File: src/hdl/bac_pkg.sv
// Package for the BCD alarm clock: time layout, command codes and the
// BCD digit carry helpers. No dependencies; used by bcd_alarm_clock_top.
package bac_pkg;

  // Digit limits of a 24-hour BCD clock.
  localparam logic [3:0] DIGIT_MAX       = 4'd9;
  localparam logic [3:0] TENS_MAX        = 4'd5;
  localparam logic [1:0] HOUR_TENS_LAST  = 2'd2;
  localparam logic [3:0] HOUR_UNITS_LAST = 4'd3;

  localparam int TIME_W = 22;

  // Configuration register indexes.
  typedef enum logic [1:0] {
    CFG_TICKS_PER_SECOND = 2'd0,
    CFG_SNOOZE_MINUTES   = 2'd1,
    CFG_ALARM_TIME       = 2'd2
  } cfg_idx_t;

  // Input item command codes; the two spare codes do nothing.
  typedef enum logic [2:0] {
    CMD_TICK          = 3'd0,
    CMD_SET_TIME      = 3'd1,
    CMD_ALARM_ENABLE  = 3'd2,
    CMD_ALARM_DISABLE = 3'd3,
    CMD_SNOOZE        = 3'd4,
    CMD_CANCEL        = 3'd5
  } cmd_t;

  // Packed BCD hhmmss, hours tens in the top two bits.
  typedef struct packed {
    logic [1:0] h_tens;
    logic [3:0] h_units;
    logic [3:0] m_tens;
    logic [3:0] m_units;
    logic [3:0] s_tens;
    logic [3:0] s_units;
  } bcd_time_t;

  // A time after a carry step, with the midnight wrap flag.
  typedef struct packed {
    bcd_time_t t;
    logic      midnight;
  } time_step_t;

  // One result item.
  typedef struct packed {
    bcd_time_t time_now;
    logic      time_valid;
    logic      alarm_armed;
    logic      alarm_ringing;
  } result_t;

  // Advance minutes tens by one, carrying into the hours. A digit at or past
  // its limit rolls to zero; 23 wraps to 00 and reports midnight.
  function automatic time_step_t add_ten_minutes(input bcd_time_t t);
    time_step_t r;
    r.t        = t;
    r.midnight = 1'b0;
    if (t.m_tens >= TENS_MAX) begin
      r.t.m_tens = 4'd0;
      if (t.h_tens == HOUR_TENS_LAST && t.h_units >= HOUR_UNITS_LAST) begin
        r.t.h_units = 4'd0;
        r.t.h_tens  = 2'd0;
        r.midnight  = 1'b1;
      end else if (t.h_units >= DIGIT_MAX) begin
        r.t.h_units = 4'd0;
        r.t.h_tens  = t.h_tens + 2'd1;
      end else begin
        r.t.h_units = t.h_units + 4'd1;
      end
    end else begin
      r.t.m_tens = t.m_tens + 4'd1;
    end
    return r;
  endfunction

  // Advance the time by one second.
  function automatic time_step_t add_second(input bcd_time_t t);
    time_step_t r;
    r.t        = t;
    r.midnight = 1'b0;
    if (t.s_units >= DIGIT_MAX) begin
      r.t.s_units = 4'd0;
      if (t.s_tens >= TENS_MAX) begin
        r.t.s_tens = 4'd0;
        if (t.m_units >= DIGIT_MAX) begin
          r.t.m_units = 4'd0;
          r = add_ten_minutes(r.t);
        end else begin
          r.t.m_units = t.m_units + 4'd1;
        end
      end else begin
        r.t.s_tens = t.s_tens + 4'd1;
      end
    end else begin
      r.t.s_units = t.s_units + 4'd1;
    end
    return r;
  endfunction

endpackage

File: src/hdl/bcd_alarm_clock_top.sv
// Top level of the BCD alarm clock: clock state, alarm logic, configuration
// registers and the two-entry result buffer. Depends on bac_pkg.

// The clock takes one command item per cycle and returns one result item per
// command, holding the time after the command, the time-set mark and the
// armed and ringing flags. Each item is worked in the cycle it is accepted:
// the BCD increment, the snooze add (at most three carries into minutes tens)
// and the alarm compare sit between the state registers and the result
// register. A result register with one skid entry behind it keeps the input
// open while a finished result waits; in_stall rises only when both are full.
// Configuration writes are always taken (cfg_ready is tied high); indexes past
// the register list are ignored. Writes are meant to arrive while no item is
// in flight.
module bcd_alarm_clock_top
  import bac_pkg::*;
(
  input  logic                 clk,
  input  logic                 rst_n,
  // Command items
  input  logic                 in_valid,
  output logic                 in_stall,
  input  logic [2:0]           in_command,
  input  logic [TIME_W-1:0]    in_new_time,
  // Result items
  output logic                 out_valid,
  input  logic                 out_stall,
  output logic [TIME_W-1:0]    out_time_now,
  output logic                 out_time_valid,
  output logic                 out_alarm_armed,
  output logic                 out_alarm_ringing,
  // Configuration writes
  input  logic                 cfg_valid,
  output logic                 cfg_ready,
  input  logic [1:0]           cfg_index,
  input  logic [TIME_W-1:0]    cfg_data
);

  // Configuration registers.
  logic [15:0] ticks_per_sec_r;
  logic [3:0]  snooze_min_r;
  bcd_time_t   alarm_time_r;

  // Clock state.
  logic [15:0] tick_count_r, tick_count_nxt;
  bcd_time_t   time_r, time_nxt;
  bcd_time_t   snooze_target_r, snooze_target_nxt;
  logic        valid_flag_r, valid_flag_nxt;
  logic        armed_r, armed_nxt;
  logic        ringing_r, ringing_nxt;
  logic        canceled_r, canceled_nxt;
  logic        snooze_act_r, snooze_act_nxt;

  // Result buffer.
  result_t     out_r, skid_r, result;
  logic        out_valid_r, skid_valid_r;

  logic        in_accept, out_take;

  // Datapath temporaries.
  logic [15:0] tick_inc;
  time_step_t  sec_step;
  logic [4:0]  snz_sum;
  logic [1:0]  snz_carries;
  time_step_t  snz_step1, snz_step2, snz_step3;
  bcd_time_t   snz_time;
  logic [4:0]  snz_units;

  assign cfg_ready = 1'b1;
  assign in_stall  = skid_valid_r;
  assign in_accept = in_valid && !in_stall;
  assign out_take  = out_valid_r && !out_stall;

  // Configuration register writes.
  always_ff @(posedge clk) begin
    if (!rst_n) begin
      ticks_per_sec_r <= 16'd5;
      snooze_min_r    <= 4'd0;
      alarm_time_r    <= '0;
    end else if (cfg_valid && cfg_ready) begin
      case (cfg_idx_t'(cfg_index))
        CFG_TICKS_PER_SECOND: ticks_per_sec_r <= cfg_data[15:0];
        CFG_SNOOZE_MINUTES:   snooze_min_r    <= cfg_data[3:0];
        CFG_ALARM_TIME:       alarm_time_r    <= bcd_time_t'(cfg_data);
        default: ;
      endcase
    end
  end

  // One-second advance and the snooze target, both from the current time.
  always_comb begin
    tick_inc = tick_count_r + 16'd1;
    sec_step = add_second(time_r);

    snz_sum = {1'b0, time_r.m_units} + {1'b0, snooze_min_r};
    if (snz_sum >= 5'd30) begin
      snz_carries = 2'd3;
    end else if (snz_sum >= 5'd20) begin
      snz_carries = 2'd2;
    end else if (snz_sum >= 5'd10) begin
      snz_carries = 2'd1;
    end else begin
      snz_carries = 2'd0;
    end
    snz_step1 = add_ten_minutes(time_r);
    snz_step2 = add_ten_minutes(snz_step1.t);
    snz_step3 = add_ten_minutes(snz_step2.t);
    case (snz_carries)
      2'd1:    snz_time = snz_step1.t;
      2'd2:    snz_time = snz_step2.t;
      2'd3:    snz_time = snz_step3.t;
      default: snz_time = time_r;
    endcase
    snz_units        = snz_sum - 5'd10 * {3'b000, snz_carries};
    snz_time.m_units = snz_units[3:0];
  end

  // Next state for the command item at the input.
  always_comb begin
    tick_count_nxt    = tick_count_r;
    time_nxt          = time_r;
    snooze_target_nxt = snooze_target_r;
    valid_flag_nxt    = valid_flag_r;
    armed_nxt         = armed_r;
    ringing_nxt       = ringing_r;
    canceled_nxt      = canceled_r;
    snooze_act_nxt    = snooze_act_r;
    case (cmd_t'(in_command))
      CMD_TICK: begin
        if (tick_inc >= ticks_per_sec_r) begin
          tick_count_nxt = 16'd0;
          time_nxt       = sec_step.t;
          if (sec_step.midnight) begin
            canceled_nxt = 1'b0;
          end
        end else begin
          tick_count_nxt = tick_inc;
        end
        // Alarm compare, or snooze compare while a snooze runs.
        if (armed_r && !canceled_nxt && !snooze_act_r && time_nxt == alarm_time_r) begin
          ringing_nxt = 1'b1;
        end
        if (snooze_act_r && time_nxt == snooze_target_r) begin
          ringing_nxt    = 1'b1;
          snooze_act_nxt = 1'b0;
        end
      end
      CMD_SET_TIME: begin
        valid_flag_nxt = 1'b1;
        time_nxt       = bcd_time_t'(in_new_time);
      end
      CMD_ALARM_ENABLE:  armed_nxt = 1'b1;
      CMD_ALARM_DISABLE: armed_nxt = 1'b0;
      CMD_SNOOZE: begin
        if (ringing_r && snooze_min_r != 4'd0) begin
          snooze_target_nxt = snz_time;
          ringing_nxt       = 1'b0;
          snooze_act_nxt    = 1'b1;
        end
      end
      CMD_CANCEL: begin
        if (ringing_r) begin
          ringing_nxt  = 1'b0;
          canceled_nxt = 1'b1;
        end
      end
      default: ;
    endcase
    result.time_now      = time_nxt;
    result.time_valid    = valid_flag_nxt;
    result.alarm_armed   = armed_nxt;
    result.alarm_ringing = ringing_nxt;
  end

  // State registers, updated when an item is accepted.
  always_ff @(posedge clk) begin
    if (!rst_n) begin
      tick_count_r    <= '0;
      time_r          <= '0;
      snooze_target_r <= '0;
      valid_flag_r    <= 1'b0;
      armed_r         <= 1'b0;
      ringing_r       <= 1'b0;
      canceled_r      <= 1'b0;
      snooze_act_r    <= 1'b0;
    end else if (in_accept) begin
      tick_count_r    <= tick_count_nxt;
      time_r          <= time_nxt;
      snooze_target_r <= snooze_target_nxt;
      valid_flag_r    <= valid_flag_nxt;
      armed_r         <= armed_nxt;
      ringing_r       <= ringing_nxt;
      canceled_r      <= canceled_nxt;
      snooze_act_r    <= snooze_act_nxt;
    end
  end

  // Result register with one skid entry behind it.
  always_ff @(posedge clk) begin
    if (!rst_n) begin
      out_valid_r  <= 1'b0;
      skid_valid_r <= 1'b0;
    end else if (skid_valid_r) begin
      if (out_take) begin
        out_r        <= skid_r;
        skid_valid_r <= 1'b0;
      end
    end else if (in_accept) begin
      if (!out_valid_r || out_take) begin
        out_r       <= result;
        out_valid_r <= 1'b1;
      end else begin
        skid_r       <= result;
        skid_valid_r <= 1'b1;
      end
    end else if (out_take) begin
      out_valid_r <= 1'b0;
    end
  end

  assign out_valid         = out_valid_r;
  assign out_time_now      = out_r.time_now;
  assign out_time_valid    = out_r.time_valid;
  assign out_alarm_armed   = out_r.alarm_armed;
  assign out_alarm_ringing = out_r.alarm_ringing;

endmodule
File: config.mk
export PLATFORM = sky130hd
export DESIGN_NAME = bcd_alarm_clock_top
export DESIGN_NICKNAME = d
export VERILOG_FILES = /design/src/hdl/bac_pkg.sv /design/src/hdl/bcd_alarm_clock_top.sv
export SDC_FILE = /design/constraint.sdc
export NUM_CORES = 1
export LEC_CHECK = 0
export BUFFER_PORTS_ARGS = -buffer_cell sky130_fd_sc_hd__buf_2
export CAP_MARGIN = 20
export CORE_ASPECT_RATIO = 1.75
export CORE_UTILIZATION = 50
export DETAILED_ROUTE_END_ITERATION = 6
export PLACE_DENSITY_LB_ADDON = 0.2
export SLEW_MARGIN = 25
export SYNTH_ARGS = -nofsm -noshare
export SYNTH_HDL_FRONTEND = slang
export SYNTH_SLANG_ARGS = --single-unit
File: constraint.sdc
create_clock -name clk -period 10.9 [get_ports clk]
set_input_delay 1.09 -clock clk [delete_from_list [all_inputs] [get_ports clk]]
set_output_delay 1.09 -clock clk [all_outputs]
set_load 0.1 [all_outputs]
==> qor.yml, run 1 <==
cts_buffer_depth: 2
reg2reg_slack_ns: 5.23
max_freq_ghz: 0.176
r2r_end: "skid_r[0]"
numCtsBuffers: 17
core_area_um2: 21000
start_util_pct: 51.1
final_nets: 1436
maxSlewViolCount: 0
antenna_left: 0
synth_warnings: 0
drtIter0Drc: 848
rsz0062_at_grt: "no"
via_per_inst: 6.12
cts_sinks: 159
multiInputGateArea_um2: 6530
relSlewSlack_pct: 32.2
fin_skew_ns: 0.0114
ys_ff_latch: 159
rr_worst_depth: 20
cp_max_fo: 22
synth_common_cells: "nand2_1, dfxtp_1, o21ai_0"
wl_per_cell_um: 20.1
worstPathArrival_ns: 5.97
clk_pin_slew_worst_paths_ns: 0.06
netlist_area_um2: 10700
hold_buffers: 0
synth_nets: 1398
drive_gt1_share_pct: 14.5
status: "finished, final reports clean"
path_cells: "ha_1 > and3_1 > and3_1 > and3_1 > and3_1 > and3_1 > nand3_1 > xnor2_1 > ha_1 > nand4_2 > nor3_1 > nand2_1 > o21ai_4 > buf_4 > nand3_1 > xor2_1 > nor2_1 > or4_1 > or4_1 > a21oi_1"
hold_class: "reg2reg"
synth_edf_count: 50
fin_cells: 1593
synthArstFlopShare_pct: 0
nFillCells: 1992
grt_overflow: 0
cpMostUsedCell: "and3_1"
grt_pass1_wl_um: 50200
yosysMostFrequentCell: "nand2_1"
synth.top_cells.by_area: "dfxtp_1, edfxtp_1, nand2_1"
die_h_um: 196
antenna_found_initial: 0
cts_resized: 0
critPathKind: "reg2reg"
cts_root_buffer: "clkbuf_16"
final-hold-violation-count: 0
synth-simple-area-share_pct: 22.4
cts_setup_buffers: 0
synth_xor_area_share_pct: 4.73
yosysTopAreaCell: "dfxtp_1"
required_ns: 11.20
synth_top_family_by_area: "compound AO/OA/AOI/OAI gates"
fin_crit_ns: 5.67
synth.avg_cell_area_um2: 8.33
place_congestion: 1.01
first_pass_iters: 6
synth-compound-area-share_pct: 22.6
power_density_nw_per_um2: 121
grt_start_max_net_pins: 69
cp_slowest_stage_delay_ns: 0.53
reg2reg_from: "tick_count_r[0]"
critPathLaunch: "tick_count_r[0]"
cts_tree: "done"
critPathLaunchType: "flip-flop"
port_buffers: 80
dieArea_um2: 22100
die_w_um: 113
leakagePower_uw: 0.00454
syn_inst: 1290
end_kind: "flip-flop"
tightestPinTransition_ns: 1.01
rows: 70
vias: 9752
synth.mux.area_fraction_pct: 4.36
yosysUniqueCellTypes: 97
worstHoldStart: "ticks_per_sec_r[1]"
drc: 0
synth_top_area_share_pct: 20.3
whs_path_depth: 2
ctsHtreeMaxLevel: 4
maxCapViolations: 0
antenna_cells: 0
ios: 82
tns_ns: 0
grt_pass1_vias: 9413
dp_hpwl_um: 24000
dp_cells: 1561
ys.flop_type: "dfxtp_1"
hold_end: "ticks_per_sec_r[1]"
critPathSlowestCell: "or4_1"
finalSetupViolCount: 0
syn2layout_area_growth_pct: 9.67
seq_area_frac_synth_pct: 34.3
insertion_delay_ns: 0.45
drt_wl_total_um: 32100
grt_usage_pct: 29.7
synth_fa_ha_area_share_pct: 6.43
ir_drop_mv: 0.0832
finalCritPeriodShare_pct: 52.0
seqCellArea_um2: 3680
==> critical path, delay by kind of cell (launching register included) <==
kind | cells | cell delay [ns]
AND/OR/NAND/NOR | 13 | 3.14
XOR/XNOR | 2 | 0.40
adder cells (fa/ha/maj) | 2 | 0.56
buffers and inverters | 1 | 0.40
AO/OA/AOI/OAI | 2 | 0.62
flip-flops | 1 | 0.38
==> registers in the layout, summed over array words and instances, names as in the netlist, 4 cells and up <==
name             flops
skid_r              25
alarm_time_r        22
out_time_now        22
snooze_target_r     22
tick_count_r        16
ticks_per_sec_r     16
snz_step1           12
time_r              10
snooze_min_r         4
==> logic make-up (layout without fill, tap and decap cells) <==
family / Yosys count / in the layout
AO/OA/AOI/OAI: 350 / 350
XOR/XNOR: 58 / 58
adder cells (fa/ha/maj): 54 / 54
buffers and inverters: 135 / 186
flip-flops: 159 / 159
multiplexers: 42 / 42
other: 1 / 1
AND/OR/NAND/NOR: 491 / 491
==> stage by stage <==
stage                     util (%)  setup slack (ns)  total power, uW  instance area [um2]  hold slack [ns]
after detailed placement      53.5              5.26              893                11300            0.460
after global placement        53.5              5.39              891                11300            0.453
after CTS                     56.0              5.25             1420                11800            0.469
after floorplan                  -              6.11              829                10700            0.443
final                         56.0              5.23             1420                11800            0.465
after global routing          56.0              4.74             1470                11800            0.489
==> how the worst max path moves through the flow <==
stage	endpoint	slack [ns]	cells past startpoint
3_3_place_gp	skid_r[0]	5.39	19
5_1_grt	skid_r[0]	4.74	19
2_1_floorplan	skid_r[0]	6.11	20
4_1_cts	skid_r[0]	5.25	19
6_report	skid_r[0]	5.23	20
3_5_place_dp	skid_r[0]	5.26	19
==> report_power, final <==
part           total (uW)  switching, uW  leakage, uW  internal (uW)
logic                 234            159      0.00293           75.6
registers             648           19.7      0.00136            629
clock network         541            247     0.000244            294
total                1420            425      0.00454            998
==> cell type report <==
class | instances | area share, %
multi-input combinational | 996 | 55.4
sequential | 159 | 31.3
timing repair buffer | 95 | 4.36
clock buffer | 21 | 3.82
tap | 252 | 2.68
inverter | 59 | 1.88
clock inverter | 11 | 0.563
==> layout by cell type, fill, tap and decap left out, types with 5 or more instances in the layout <==
cell         n
and2_1      21
a211oi_1    11
xor2_1      28
nand3b_1     5
a21boi_0    68
ha_1        52
nor3_1      39
nand4_1      8
dfxtp_1    109
inv_1       57
edfxtp_1    50
and3_1      13
o21a_1       5
mux2_2      25
nor2_1      51
o211ai_1    12
nand2_1    228
xnor2_1     30
a21oi_1     63
mux2i_1     15
nand2b_1    18
nand3_1     24
nor2_2       6
nor2b_1     15
o21ai_0     85
a2111oi_0    5
a31oi_1      8
o211a_1      7
nor3b_1      5
o2111ai_1    7
o31ai_1     10
a22oi_1      8
clkbuf_16   17
or3_1        9
buf_4       15
nor4_1      11
a21o_1       9
buf_2       80
==> per-layer routing <==
layer	part of all wire, %	track usage, %
met4	5.2	17.4
met5	0	0
met1	40	34.0
met2	50	51.9
met3	4.9	4.48
(Power assumes the default switching activity.)
==> run 2, diff against run 1 <==
--- a/config.mk
+++ b/config.mk
@@ -5,6 +5,7 @@
 export SDC_FILE = /design/constraint.sdc
 export NUM_CORES = 1
 export LEC_CHECK = 0
+export ABC_AREA = 1
 export BUFFER_PORTS_ARGS = -buffer_cell sky130_fd_sc_hd__buf_2
 export CAP_MARGIN = 20
 export CORE_ASPECT_RATIO = 1.75
==> constraint.sdc (replaced) <==
create_clock -name clk -period 4.6 [get_ports clk]
set_input_delay 0.46 -clock clk [delete_from_list [all_inputs] [get_ports clk]]
set_output_delay 0.46 -clock clk [all_outputs]
set_load 0.1 [all_outputs]
==> run 2 against run 1 <==
Against the previous run: register-to-register slack got worse by 4.8 ns; sequential power rose by 140%; area after synthesis fell by 7.9%; clock power rose to 2.6 times the previous value; wire length fell by 8.7%; clock skew barely moved; worst hold slack got worse by 0.17 ns; count of clock-buffer cells in the layout fell by 3; global-route usage fell by 0.26 points; critical endpoint is now out_alarm_ringing.
==> qor.yml, run 2 <==
layout_common_cells: "nand2_1, inv_1, dfxtp_1"
critPathLaunchType: "flip-flop"
required_ns: 4.91
first_pass_iters: 5
synth-simple-area-share_pct: 28.3
synth_nets: 1478
synth.avg_cell_area_um2: 7.22
final_common_cell: "nand2_1"
dieArea_um2: 20400
critPathLaunch: "tick_count_r[2]"
finalCritPeriodShare_pct: 91.1
synth.mux.area_fraction_pct: 0
reg2reg_from: "tick_count_r[2]"
netlist_area_um2: 9900
insertion_delay_ns: 0.43
drc: 0
maxCapViolations: 0
rsz0062_at_grt: "no"
numCtsBuffers: 17
drive_gt1_share_pct: 13.6
ys.flop_type: "dfxtp_1"
port_buffers: 80
synth.top_cells.by_area: "dfxtp_1, edfxtp_1, nand2_1"
ctsHtreeMaxLevel: 4
die_h_um: 188
maxSlewViolCount: 0
antenna_cells: 0
worstHoldStart: "cfg_data[20]"
leakagePower_uw: 0.00512
synth_top_area_share_pct: 22.1
fin_crit_ns: 4.19
worstPathArrival_ns: 4.50
power_uw: 3780
tightestPinTransition_ns: 0.972
die_w_um: 108
cts_buffer_depth: 2
cp_max_fo: 21
finalSetupViolCount: 0
tns_ns: 0
ys_ff_latch: 159
yosysMostFrequentCell: "nand2_1"
cp_slowest_stage_delay_ns: 0.38
final-hold-violation-count: 0
cts_root_buffer: "clkbuf_16"
syn_inst: 1370
largest_reg_flops: 25
dp_hpwl_um: 22300
drt_wl_total_um: 29300
synth_xor_area_share_pct: 2.92
hold_class: "in2reg"
power_density_nw_per_um2: 341
yosysTopAreaCell: "dfxtp_1"
cts_tree: "done"
final_nets: 1540
synth_warnings: 0
grt_pass1_wl_um: 46100
syn2layout_area_growth_pct: 12.0
antenna_found_initial: 0
critPathSlowestCell: "dfxtp_1"
clk_pin_slew_worst_paths_ns: 0.07
ios: 82
synth_edf_count: 50
place_congestion: 0.964
synthArstFlopShare_pct: 0
grt_pass1_vias: 8965
yosysUniqueCellTypes: 53
status: "finished, final reports clean"
cpMostUsedCell: "nand2_1"
synth_fa_ha_area_share_pct: 6.98
seq_area_frac_synth_pct: 37.2
cts_sinks: 159
grt_usage_pct: 29.4
critPathKind: "reg2reg"
synth-compound-area-share_pct: 15.0
grt_overflow: 0
fin_hold_ws_ns: 0.295
hold_buffers: 0
grt_start_max_net_pins: 38
start_util_pct: 51.3
antenna_left: 0
synth_common_cells: "nand2_1, inv_1, dfxtp_1"
synth_top_family_by_area: "simple AND/OR/NAND/NOR gates"
wl_per_cell_um: 17.4
fin_skew_ns: 0.0116
vias: 9394
core_area_um2: 19300
drtIter0Drc: 721
ir_drop_mv: 0.238
end_kind: "flip-flop"
rows: 67
via_per_inst: 5.57
max_freq_ghz: 0.239
relSlewSlack_pct: 34.6
largest-register: "skid_r"
## run 2: cell families (layout without fill, tap and decap cells)
kind of cell             count (synthesis)  count (layout)
buffers and inverters                  243             318
flip-flops                             159             159
XOR/XNOR                                33              33
AND/OR/NAND/NOR                        625             625
other                                    1               1
adder cells (fa/ha/maj)                 54              54
AO/OA/AOI/OAI                          255             255
## run 2: worst paths after layout
check | endpoint | slack, ns | cells after the start
max | out_alarm_ringing | 0.41 | 27
min | alarm_time_r[20] | 0.29 | 3
max reg2reg | out_alarm_ringing | 0.41 | 27
min reg2reg | tick_count_r[8] | 0.47 | 2
## run 2: power breakdown
part,switching [uW],internal [uW]
Sequential,51.0,1510
Combinational,601,235
Clock,666,712
## run 2: repair_timing
action                     in CTS  in global routing
setup endpoints to repair       0                  6
buffers inserted                0                  0
gates resized for setup         0                  8
## run 2: cell type report
cell class / instances / area [um2]
Tap cell: 241 / 302
Clock buffer: 18 / 429
Multi-Input combinational cell: 968 / 5300
Clock inverter: 14 / 124
Sequential cell: 159 / 3680
Fill cell: 1844 / 8200
Timing Repair Buffer: 96 / 528
Inverter: 190 / 716
## run 2: per-stage QoR
step	setup slack (ns)	instances	utilization (%)	area, um2
final	0.407	1686	57.5	11100
after global routing	0.00000711	1686	57.5	11100
after CTS	0.174	1686	57.3	11100
after detailed placement	0.214	1654	54.5	10500
after global placement	0.323	1654	54.4	10500
after floorplan	0.856	1370	-	9900
## run 2: critical path, delay by kind of cell (launching register included)
family	cells	cell delay [ns]
simple gates	22	2.68
flops	1	0.38
compound gates	2	0.32
fa+ha+maj	1	0.30
xor+xnor	1	0.19
buf+inv	1	0.19
## run 2: routing by layer
metal / track usage (%) / vias to the layer above / wire, um
met5: 0 / - / 0
li1: - / 4658 / -
met4: 15.1 / 0 / 1370
met1: 34.1 / 4321 / 11700
met3: 3.16 / 74 / 1270
met2: 52.3 / 341 / 14900
